==> src/rtl/core/lpf_pkg.sv <==
// Package for the DSI low-power packet framer: command struct, codes,
// framing constants and the bit-reverse, header ECC and CRC-16 functions.
// No dependencies.
`timescale 1ns / 1ps
`default_nettype none

package lpf_pkg;

   localparam logic [1:0] FUNC_SHORT   = 2'd0;
   localparam logic [1:0] FUNC_LONG    = 2'd1;
   localparam logic [1:0] FUNC_PAYLOAD = 2'd2;

   localparam logic [1:0] KIND_ERR = 2'd0;
   localparam logic [1:0] KIND_HDR = 2'd1;
   localparam logic [1:0] KIND_PAY = 2'd2;

   localparam logic [7:0]  ENTRY_BYTE    = 8'hE1;
   localparam logic [7:0]  TYPE_DCS_LONG = 8'h39;
   localparam logic [7:0]  TYPE_GEN_LONG = 8'h29;
   localparam logic [15:0] CRC_POLY      = 16'h8408;
   localparam logic [15:0] CRC_INIT      = 16'hFFFF;

   localparam logic [23:0] ECC_MASK [6] = '{
      24'hF12CB7, 24'hF2555B, 24'h749A6D, 24'hB8E38E, 24'hDF03F0, 24'hEFFC00
   };

   // beat positions within one command
   localparam logic [2:0] STEP_ENTRY  = 3'd0;
   localparam logic [2:0] STEP_TYPE   = 3'd1;
   localparam logic [2:0] STEP_WORD0  = 3'd2;
   localparam logic [2:0] STEP_WORD1  = 3'd3;
   localparam logic [2:0] STEP_TAIL   = 3'd4;
   localparam logic [2:0] STEP_CRC_LO = 3'd5;
   localparam logic [2:0] STEP_CRC_HI = 3'd6;

   localparam int QUEUE_DEPTH = 4;
   localparam int QUEUE_AW    = $clog2(QUEUE_DEPTH);

   typedef struct packed {
      logic [1:0]  kind;
      logic [7:0]  data_type;
      logic [7:0]  word0;
      logic [7:0]  word1;
      logic [7:0]  tail;
      logic        tail_last;
      logic        add_crc;
      logic [15:0] crc;
   } cmd_type;

   function automatic logic [7:0] flip8(input logic [7:0] v);
      logic [7:0] r;
      for (int i = 0; i < 8; i++) begin
         r[7 - i] = v[i];
      end
      return r;
   endfunction

   function automatic logic [5:0] header_ecc(input logic [23:0] hdr);
      logic [5:0] e;
      for (int i = 0; i < 6; i++) begin
         e[i] = ^(hdr & ECC_MASK[i]);
      end
      return e;
   endfunction

   function automatic logic [15:0] crc_byte(input logic [15:0] crc, input logic [7:0] b);
      logic [15:0] c;
      c = crc;
      for (int i = 0; i < 8; i++) begin
         if (c[0] ^ b[i]) begin
            c = (c >> 1) ^ CRC_POLY;
         end else begin
            c = c >> 1;
         end
      end
      return c;
   endfunction

endpackage

`default_nettype wire

==> src/rtl/core/lpf_front.sv <==
// Front end of the framer: accepts items, tracks packet state and CRC,
// and turns each item into one command for the back end.
// Depends on lpf_pkg.
`timescale 1ns / 1ps
`default_nettype none

module lpf_front (
   input  wire logic              clock,
   input  wire logic              reset,
   input  wire logic              accept,
   input  wire logic [1:0]        func,
   input  wire logic [7:0]        data_type,
   input  wire logic [7:0]        word0,
   input  wire logic [7:0]        word1,
   input  wire logic              dcs_flag,
   input  wire logic [15:0]       word_count,
   input  wire logic [7:0]        payload_byte,
   input  wire logic              csr_write_enable,
   input  wire logic              csr_write_data,
   output lpf_pkg::cmd_type       cmd
);
   import lpf_pkg::*;

   logic        crc_enable_ff;
   logic [15:0] bytes_left_ff, bytes_left_in;
   logic        packet_open_ff, packet_open_in;
   logic [15:0] crc_accum_ff, crc_accum_in;
   logic [15:0] crc_next;
   logic [15:0] bytes_dec;
   logic [7:0]  long_type;

   assign crc_next  = crc_byte(crc_accum_ff, payload_byte);
   assign bytes_dec = bytes_left_ff - 16'd1;
   assign long_type = dcs_flag ? TYPE_DCS_LONG : TYPE_GEN_LONG;

   always_comb begin
      cmd            = '0;
      cmd.kind       = KIND_ERR;
      cmd.tail_last  = 1'b1;
      bytes_left_in  = bytes_left_ff;
      packet_open_in = packet_open_ff;
      crc_accum_in   = crc_accum_ff;
      unique case (func)
         FUNC_SHORT: begin
            if (!packet_open_ff) begin
               cmd.kind      = KIND_HDR;
               cmd.data_type = data_type;
               cmd.word0     = word0;
               cmd.word1     = word1;
               cmd.tail      = {2'b00, header_ecc({word1, word0, data_type})};
               cmd.tail_last = 1'b1;
            end
         end
         FUNC_LONG: begin
            if (!packet_open_ff) begin
               cmd.kind      = KIND_HDR;
               cmd.data_type = long_type;
               cmd.word0     = word_count[7:0];
               cmd.word1     = word_count[15:8];
               cmd.tail      = {2'b00, header_ecc({word_count, long_type})};
               cmd.tail_last = 1'b0;
               crc_accum_in  = CRC_INIT;
               if (word_count == 16'd0) begin
                  cmd.add_crc = 1'b1;
                  cmd.crc     = crc_enable_ff ? CRC_INIT : 16'd0;
               end else begin
                  bytes_left_in  = word_count;
                  packet_open_in = 1'b1;
               end
            end
         end
         FUNC_PAYLOAD: begin
            if (packet_open_ff) begin
               cmd.kind      = KIND_PAY;
               cmd.tail      = payload_byte;
               cmd.tail_last = 1'b0;
               bytes_left_in = bytes_dec;
               if (bytes_dec == 16'd0) begin
                  cmd.add_crc    = 1'b1;
                  cmd.crc        = crc_enable_ff ? crc_next : 16'd0;
                  packet_open_in = 1'b0;
                  crc_accum_in   = CRC_INIT;
               end else begin
                  crc_accum_in = crc_next;
               end
            end
         end
         default: begin
         end
      endcase
   end

   always_ff @(posedge clock) begin
      if (reset) begin
         crc_enable_ff  <= 1'b0;
         bytes_left_ff  <= '0;
         packet_open_ff <= 1'b0;
         crc_accum_ff   <= CRC_INIT;
      end else begin
         if (csr_write_enable) begin
            crc_enable_ff <= csr_write_data;
         end
         if (accept) begin
            bytes_left_ff  <= bytes_left_in;
            packet_open_ff <= packet_open_in;
            crc_accum_ff   <= crc_accum_in;
         end
      end
   end

endmodule

`default_nettype wire

==> src/rtl/core/lpf_cmd_queue.sv <==
// Short command queue between the framer front and back ends.
// Depends on lpf_pkg.
`timescale 1ns / 1ps
`default_nettype none

module lpf_cmd_queue (
   input  wire logic             clock,
   input  wire logic             reset,
   input  wire logic             push,
   input  wire lpf_pkg::cmd_type push_cmd,
   output logic                  full,
   input  wire logic             pop,
   output lpf_pkg::cmd_type      head_cmd,
   output logic                  empty
);
   import lpf_pkg::*;

   cmd_type                entry_ff [QUEUE_DEPTH];
   logic [QUEUE_AW-1:0]    wr_ptr_ff, rd_ptr_ff;
   logic [QUEUE_AW:0]      count_ff, count_in;
   logic                   do_push, do_pop;

   assign full     = (count_ff == (QUEUE_AW+1)'(QUEUE_DEPTH));
   assign empty    = (count_ff == '0);
   assign do_push  = push && !full;
   assign do_pop   = pop && !empty;
   assign head_cmd = entry_ff[rd_ptr_ff];

   always_comb begin
      count_in = count_ff;
      if (do_push && !do_pop) begin
         count_in = count_ff + 1'b1;
      end else if (do_pop && !do_push) begin
         count_in = count_ff - 1'b1;
      end
   end

   always_ff @(posedge clock) begin
      if (do_push) begin
         entry_ff[wr_ptr_ff] <= push_cmd;
      end
   end

   always_ff @(posedge clock) begin
      if (reset) begin
         wr_ptr_ff <= '0;
         rd_ptr_ff <= '0;
         count_ff  <= '0;
      end else begin
         if (do_push) begin
            wr_ptr_ff <= wr_ptr_ff + 1'b1;
         end
         if (do_pop) begin
            rd_ptr_ff <= rd_ptr_ff + 1'b1;
         end
         count_ff <= count_in;
      end
   end

endmodule

`default_nettype wire

==> src/rtl/core/lpf_back.sv <==
// Back end of the framer: steps through the head command and loads one
// output beat per cycle into the result register while it is empty or popped.
// Depends on lpf_pkg.
`timescale 1ns / 1ps
`default_nettype none

module lpf_back (
   input  wire logic             clock,
   input  wire logic             reset,
   input  wire lpf_pkg::cmd_type head_cmd,
   input  wire logic             q_empty,
   output logic                  q_pop,
   output logic                  rsp_empty,
   input  wire logic             rsp_pop,
   output logic [7:0]            rsp_lp_byte,
   output logic                  rsp_last,
   output logic                  rsp_error
);
   import lpf_pkg::*;

   logic       out_valid_ff, out_valid_in;
   logic [7:0] out_byte_ff;
   logic       out_last_ff;
   logic       out_error_ff;
   logic       in_cmd_ff, in_cmd_in;
   logic [2:0] step_ff, step_in;
   logic [2:0] cur_step, end_step;
   logic       emit;
   logic [7:0] beat_byte;
   logic       beat_last;

   assign cur_step = in_cmd_ff ? step_ff :
                     ((head_cmd.kind == KIND_HDR) ? STEP_ENTRY : STEP_TAIL);
   assign end_step = head_cmd.add_crc ? STEP_CRC_HI : STEP_TAIL;
   assign emit     = !q_empty && (!out_valid_ff || rsp_pop);
   assign q_pop    = emit && (cur_step == end_step);

   always_comb begin
      beat_byte = '0;
      beat_last = 1'b0;
      unique case (cur_step)
         STEP_ENTRY:  beat_byte = ENTRY_BYTE;
         STEP_TYPE:   beat_byte = flip8(head_cmd.data_type);
         STEP_WORD0:  beat_byte = flip8(head_cmd.word0);
         STEP_WORD1:  beat_byte = flip8(head_cmd.word1);
         STEP_TAIL: begin
            beat_byte = flip8(head_cmd.tail);
            beat_last = head_cmd.tail_last;
         end
         STEP_CRC_LO: beat_byte = flip8(head_cmd.crc[7:0]);
         STEP_CRC_HI: begin
            beat_byte = flip8(head_cmd.crc[15:8]);
            beat_last = 1'b1;
         end
         default: begin
         end
      endcase
   end

   always_comb begin
      out_valid_in = out_valid_ff;
      in_cmd_in    = in_cmd_ff;
      step_in      = step_ff;
      if (rsp_pop && out_valid_ff) begin
         out_valid_in = 1'b0;
      end
      if (emit) begin
         out_valid_in = 1'b1;
         if (cur_step == end_step) begin
            in_cmd_in = 1'b0;
         end else begin
            in_cmd_in = 1'b1;
            step_in   = cur_step + 3'd1;
         end
      end
   end

   always_ff @(posedge clock) begin
      if (emit) begin
         out_byte_ff  <= beat_byte;
         out_last_ff  <= beat_last;
         out_error_ff <= (head_cmd.kind == KIND_ERR);
      end
   end

   always_ff @(posedge clock) begin
      if (reset) begin
         out_valid_ff <= 1'b0;
         in_cmd_ff    <= 1'b0;
         step_ff      <= STEP_ENTRY;
      end else begin
         out_valid_ff <= out_valid_in;
         in_cmd_ff    <= in_cmd_in;
         step_ff      <= step_in;
      end
   end

   assign rsp_empty   = !out_valid_ff;
   assign rsp_lp_byte = out_byte_ff;
   assign rsp_last    = out_last_ff;
   assign rsp_error   = out_error_ff;

endmodule

`default_nettype wire

==> src/rtl/core/dsi_lp_packet_framer_top.sv <==
// DSI low-power packet framer, top level.
// Instantiates lpf_front, lpf_cmd_queue and lpf_back; uses lpf_pkg.
//
// Usage: items enter on the req_ queue port (push while full is low) and
// framed bytes leave on the rsp_ queue port (pop while empty is low).
// A short packet item yields 5 beats, a long header 5 beats (7 when the
// word count is zero), a payload byte 1 beat (3 on the last byte, with the
// checksum), and a rejected item 1 error beat with last set.
// csr_write_enable/csr_write_data load crc_enable; write it only while idle.
// The first beat of an item passes through the command queue and then the
// result register. Throughput: one beat per cycle out of the back end while
// its result register is empty or popped; payload items are taken one per
// cycle while the queue has room. Header and checksum bursts are held in a
// 4-entry command queue, so the input stalls only once that queue fills.
// When rsp_pop stays low the result register holds its beat, the back end
// stops and the queue fills up, raising req_full. Reset empties the queue
// and output, closes any open packet and clears crc_enable.
`timescale 1ns / 1ps
`default_nettype none

module dsi_lp_packet_framer_top (
   input  wire logic        clock,
   input  wire logic        reset,
   input  wire logic        req_push,
   output logic             req_full,
   input  wire logic [1:0]  req_func,
   input  wire logic [7:0]  req_data_type,
   input  wire logic [7:0]  req_word0,
   input  wire logic [7:0]  req_word1,
   input  wire logic        req_dcs_flag,
   input  wire logic [15:0] req_word_count,
   input  wire logic [7:0]  req_payload_byte,
   output logic             rsp_empty,
   input  wire logic        rsp_pop,
   output logic [7:0]       rsp_lp_byte,
   output logic             rsp_last,
   output logic             rsp_error,
   input  wire logic        csr_write_enable,
   input  wire logic        csr_write_data
);
   import lpf_pkg::*;

   cmd_type front_cmd;
   cmd_type head_cmd;
   logic    accept;
   logic    q_empty;
   logic    q_pop;

   assign accept = req_push && !req_full;

   lpf_front u_front (
      .clock            (clock),
      .reset            (reset),
      .accept           (accept),
      .func             (req_func),
      .data_type        (req_data_type),
      .word0            (req_word0),
      .word1            (req_word1),
      .dcs_flag         (req_dcs_flag),
      .word_count       (req_word_count),
      .payload_byte     (req_payload_byte),
      .csr_write_enable (csr_write_enable),
      .csr_write_data   (csr_write_data),
      .cmd              (front_cmd)
   );

   lpf_cmd_queue u_queue (
      .clock    (clock),
      .reset    (reset),
      .push     (accept),
      .push_cmd (front_cmd),
      .full     (req_full),
      .pop      (q_pop),
      .head_cmd (head_cmd),
      .empty    (q_empty)
   );

   lpf_back u_back (
      .clock       (clock),
      .reset       (reset),
      .head_cmd    (head_cmd),
      .q_empty     (q_empty),
      .q_pop       (q_pop),
      .rsp_empty   (rsp_empty),
      .rsp_pop     (rsp_pop),
      .rsp_lp_byte (rsp_lp_byte),
      .rsp_last    (rsp_last),
      .rsp_error   (rsp_error)
   );

endmodule

`default_nettype wire

==> config.mk <==
export PLATFORM = sky130hd
export DESIGN_NAME = dsi_lp_packet_framer_top
export DESIGN_NICKNAME = d
export VERILOG_FILES = /design/src/rtl/core/lpf_pkg.sv /design/src/rtl/core/lpf_front.sv /design/src/rtl/core/lpf_cmd_queue.sv /design/src/rtl/core/lpf_back.sv /design/src/rtl/core/dsi_lp_packet_framer_top.sv
export SDC_FILE = /design/constraint.sdc
export NUM_CORES = 1
export LEC_CHECK = 0
export BUFFER_PORTS_ARGS = -buffer_cell sky130_fd_sc_hd__buf_2
export CAP_MARGIN = 20
export CORE_UTILIZATION = 55
export DETAILED_ROUTE_END_ITERATION = 6
export HOLD_SLACK_MARGIN = 0.02
export PLACE_DENSITY = 0.77
export SLEW_MARGIN = 40
export SYNTH_ARGS = -nofsm -noshare
export SYNTH_HDL_FRONTEND = slang
export SYNTH_HIERARCHICAL = 1
export SYNTH_SLANG_ARGS = --single-unit
==> constraint.sdc <==
create_clock -name clock -period 4.4 [get_ports clock]
set_input_delay 0.44 -clock clock [delete_from_list [all_inputs] [get_ports clock]]
set_output_delay 0.44 -clock clock [all_outputs]
set_load 0.05 [all_outputs]
==> flow_summary.yaml <==
clocking:
  cts.sinks: 266
  cts_buffers: 27
  clk_pin_slew_ns: 0.06
  clkLatencyLatePin_ns: 0.54
  clockBufferDepth: 3
  cts_tree: "yes"
  postCtsHoldBufs: 0
  ctsResizeCount: 0
  post_cts_buffers: 0
  htreeDepth: 1
  root_buffer: "clkbuf_16"
sta:
  min_period_ns: 3.188
  finalHoldViolCount: 0
  rsz0062_at_grt: "false"
  min_period_over_period_pct: 72.46
  worst_pin_slew_ns: 0.8537
  whs_ns: 0.1405
  final_max_slew_viol_count: 0
  finClkSkew_ns: 0.01197
  setup_tns_ns: 0
  fin_ws_ns: 1.212
  fmaxAchievable_mhz: 313.7
  setup_violations: 0
  max_slew_margin_pct: 43.08
die:
  rows: 54
  die_y_um: 152.7
  die_x_um: 152.7
  pin_count: 69
  start_util_pct: 56.74
  core_area_um2: 22030
  die_area_um2: 23330
cells_and_area:
  syn_to_final_growth_pct: 10.88
  final_core_util_pct: 62.92
  finalNetCount: 1005
  drive_above_1_share_pct: 20.86
  antenna_cells: 0
route:
  first_pass_iters: 7
  ant_nets: 0
  drc_errors: 5
  routed_wirelength_mm: 27.79
  num_vias: 7653
  avgViaCountPerCell: 6.227
  avgRoutedWirePerCell_um: 22.61
  drtIter0Drc: 664
synth:
  ys_seq_area_share_pct: 60.07
  synth_top_area_share_pct: 52.38
  synthTopCellsByArea: "edfxtp_1 (52%), mux4_2 (9.4%), dfxtp_1 (7.7%), xnor2_1 (6.2%), ha_1 (1.9%)"
  syn_inst: 868
  synth_ff_type: "edfxtp_1"
  synth_cell_types: 73
  syn_area_per_cell_um2: 14.40
  ys_ff_latch: 266
  synthArstFlopShare_pct: 0
  yosys_warnings: 6
  synth_area_um2: 12500
  synth_nets: 945
  synth_edf_count: 218
  synth_top_cell_by_area: "edfxtp_1"
setup_path:
  end_kind: "flip-flop"
  path_class: "flip-flop to flip-flop"
  cp.arrival_ns: 3.46
  start_kind: "flip-flop"
  worst-path-max-fanout: 16
  crit_required_ns: 4.67
global_route:
  grt_usage_pct: 24.34
  antenna_found_initial: 1
  grt_pass1_wl_mm: 43.39
  grt_start_max_net_pins: 53
  gr-total-overflow: 0
  grt_pass1_vias: 7703
placement:
  pre_cts_slack_ns: 1.233
  hpwlAfterDp_mm: 19.21
  gp_congestion: 0.9054
  portBuffers: 68
hold_path:
  hold_path.class: "input port to flip-flop"
power:
  ir_drop_mv: 0.5046
  leakagePower_nw: 4.743
  power.density_nw_per_um2: 553.8
outcome:
  status: "complete, but fails checks"
  violations: "design-rule violations"
job:
  maxCapViolations: 0
==> sequential cells by signal, summed over array words and instances (netlist names), 2 cells and up, named ones only <==
name and count:
u_queue/entry_ff 208, u_front/bytes_left_ff 16, u_front/crc_accum_ff 16, u_back/rsp_lp_byte 8, u_back/step_ff 3, u_queue/count_ff 3
u_queue/rd_ptr_ff 2, u_queue/wr_ptr_ff 2
==> report_power, final <==
| group | leakage [nW] | internal [W] | total (W) | switching (W) |
|---|---|---|---|---|
| sequential | 2.47 | 0.00318 | 0.00335 | 0.000168 |
| combinational | 1.87 | 0.000900 | 0.00216 | 0.00126 |
| clock | 0.409 | 0.00125 | 0.00216 | 0.000910 |
==> cell usage in the layout, fill, tap and decap left out, drive strengths merged, types with 3 or more instances in the layout <==
master	Yosys	layout
or4	5	5
mux4	52	52
nand2	34	34
nand2b	7	7
buf	23	77
nor3b	6	6
nor2	46	46
o211ai	3	3
dfxtp	48	48
a211o	5	5
nor3	10	10
nor4	4	4
a221o	3	3
xnor2	88	88
edfxtp	218	218
inv	28	30
o22ai	12	12
clkbuf	23	39
nand3	11	11
a21oi	22	22
a21o	5	5
o2bb2ai	3	3
ha	19	19
a211oi	5	5
or3	3	3
mux2i	10	10
or2	3	3
a22o	21	21
o21ai	34	34
a22oi	14	14
o221a	3	3
nor2b	14	14
a41oi	3	3
and2	10	10
nand4	5	5
clkinv	1	7
xor2	25	25
a31oi	18	18
o21a	3	3
==> metrics by stage <==
stage / std cells / cell area [µm²] / power (W)
2_1_floorplan: 868 / 12500 / 0.005094
3_3_place_gp: 1178 / 12970 / 0.005513
3_5_place_dp: 1178 / 12990 / 0.005569
4_1_cts: 1228 / 13840 / 0.007720
5_1_grt: 1229 / 13860 / 0.008001
6_report: 1229 / 13860 / 0.007674
==> per-layer routing <==
metal | GRT usage, % | wire length, µm | part of all wire [%] | up-vias
met5 | 0 | 0 | 0 | -
met4 | 9.428 | 927 | 3.3 | 0
met3 | 3.982 | 1913 | 6.9 | 56
met2 | 39.32 | 13310 | 48 | 312
met1 | 33.30 | 11640 | 42 | 3823
li1 | - | - | - | 3462
==> synthesized netlist by cell type, drive strengths merged (6+ instances only) <==
| cell type | instances |
|---|---|
| mux4 | 52 |
| nand2b | 7 |
| xor2 | 25 |
| ha | 19 |
| a22oi | 14 |
| buf | 23 |
| dfxtp | 48 |
| nand3 | 11 |
| nand2 | 34 |
| o22ai | 12 |
| nor2 | 46 |
| xnor2 | 88 |
| a31oi | 18 |
| nor3 | 10 |
| edfxtp | 218 |
| inv | 28 |
| o21ai | 34 |
| and2 | 10 |
| clkbuf | 23 |
| nor2b | 14 |
| nor3b | 6 |
| a21oi | 22 |
| mux2i | 10 |
| a22o | 21 |
==> cells by family after synthesis <==
kind of cell	synth area share, %
multiplexers	10.26
AND/OR/NAND/NOR	7.218
flip-flops	60.07
AO/OA/AOI/OAI	9.200
XOR/XNOR	7.979
buffers and inverters	3.213
adder cells (fa/ha/maj)	2.062
==> area by class of cell <==
class,instances,area (µm²)
Clock buffer,39,750.7
Tap cell,280,350.3
Fill cell,1600,8168
Timing Repair Buffer,77,420.4
Inverter,29,108.9
Multi-Input combinational cell,527,4617
Sequential cell,266,7512
Clock inverter,11,98.84
==> critical path: stages (launching register included) <==
cell and delay, ns:
dfxtp_1 0.36, inv_1 0.09, ha_1 0.28, nor3b_2 0.34
a21boi_0 0.19, nor4_2 0.56, nand4_2 0.51, o21ai_0 0.60
==> path summary, 6_finish.rpt <==
path / from / endpoint / slack [ns] / cells past startpoint
min reg2reg: u_front/crc_accum_ff[10] / u_front/crc_accum_ff[10] / 0.50 / 2
max: u_front/bytes_left_ff[0] / u_queue/entry_ff[3][4] / 1.21 / 7
min: csr_write_data / u_front/crc_enable_ff / 0.14 / 3
max reg2reg: u_front/bytes_left_ff[0] / u_queue/entry_ff[3][4] / 1.21 / 7
Note: power is estimated with default switching activity, not from simulation.
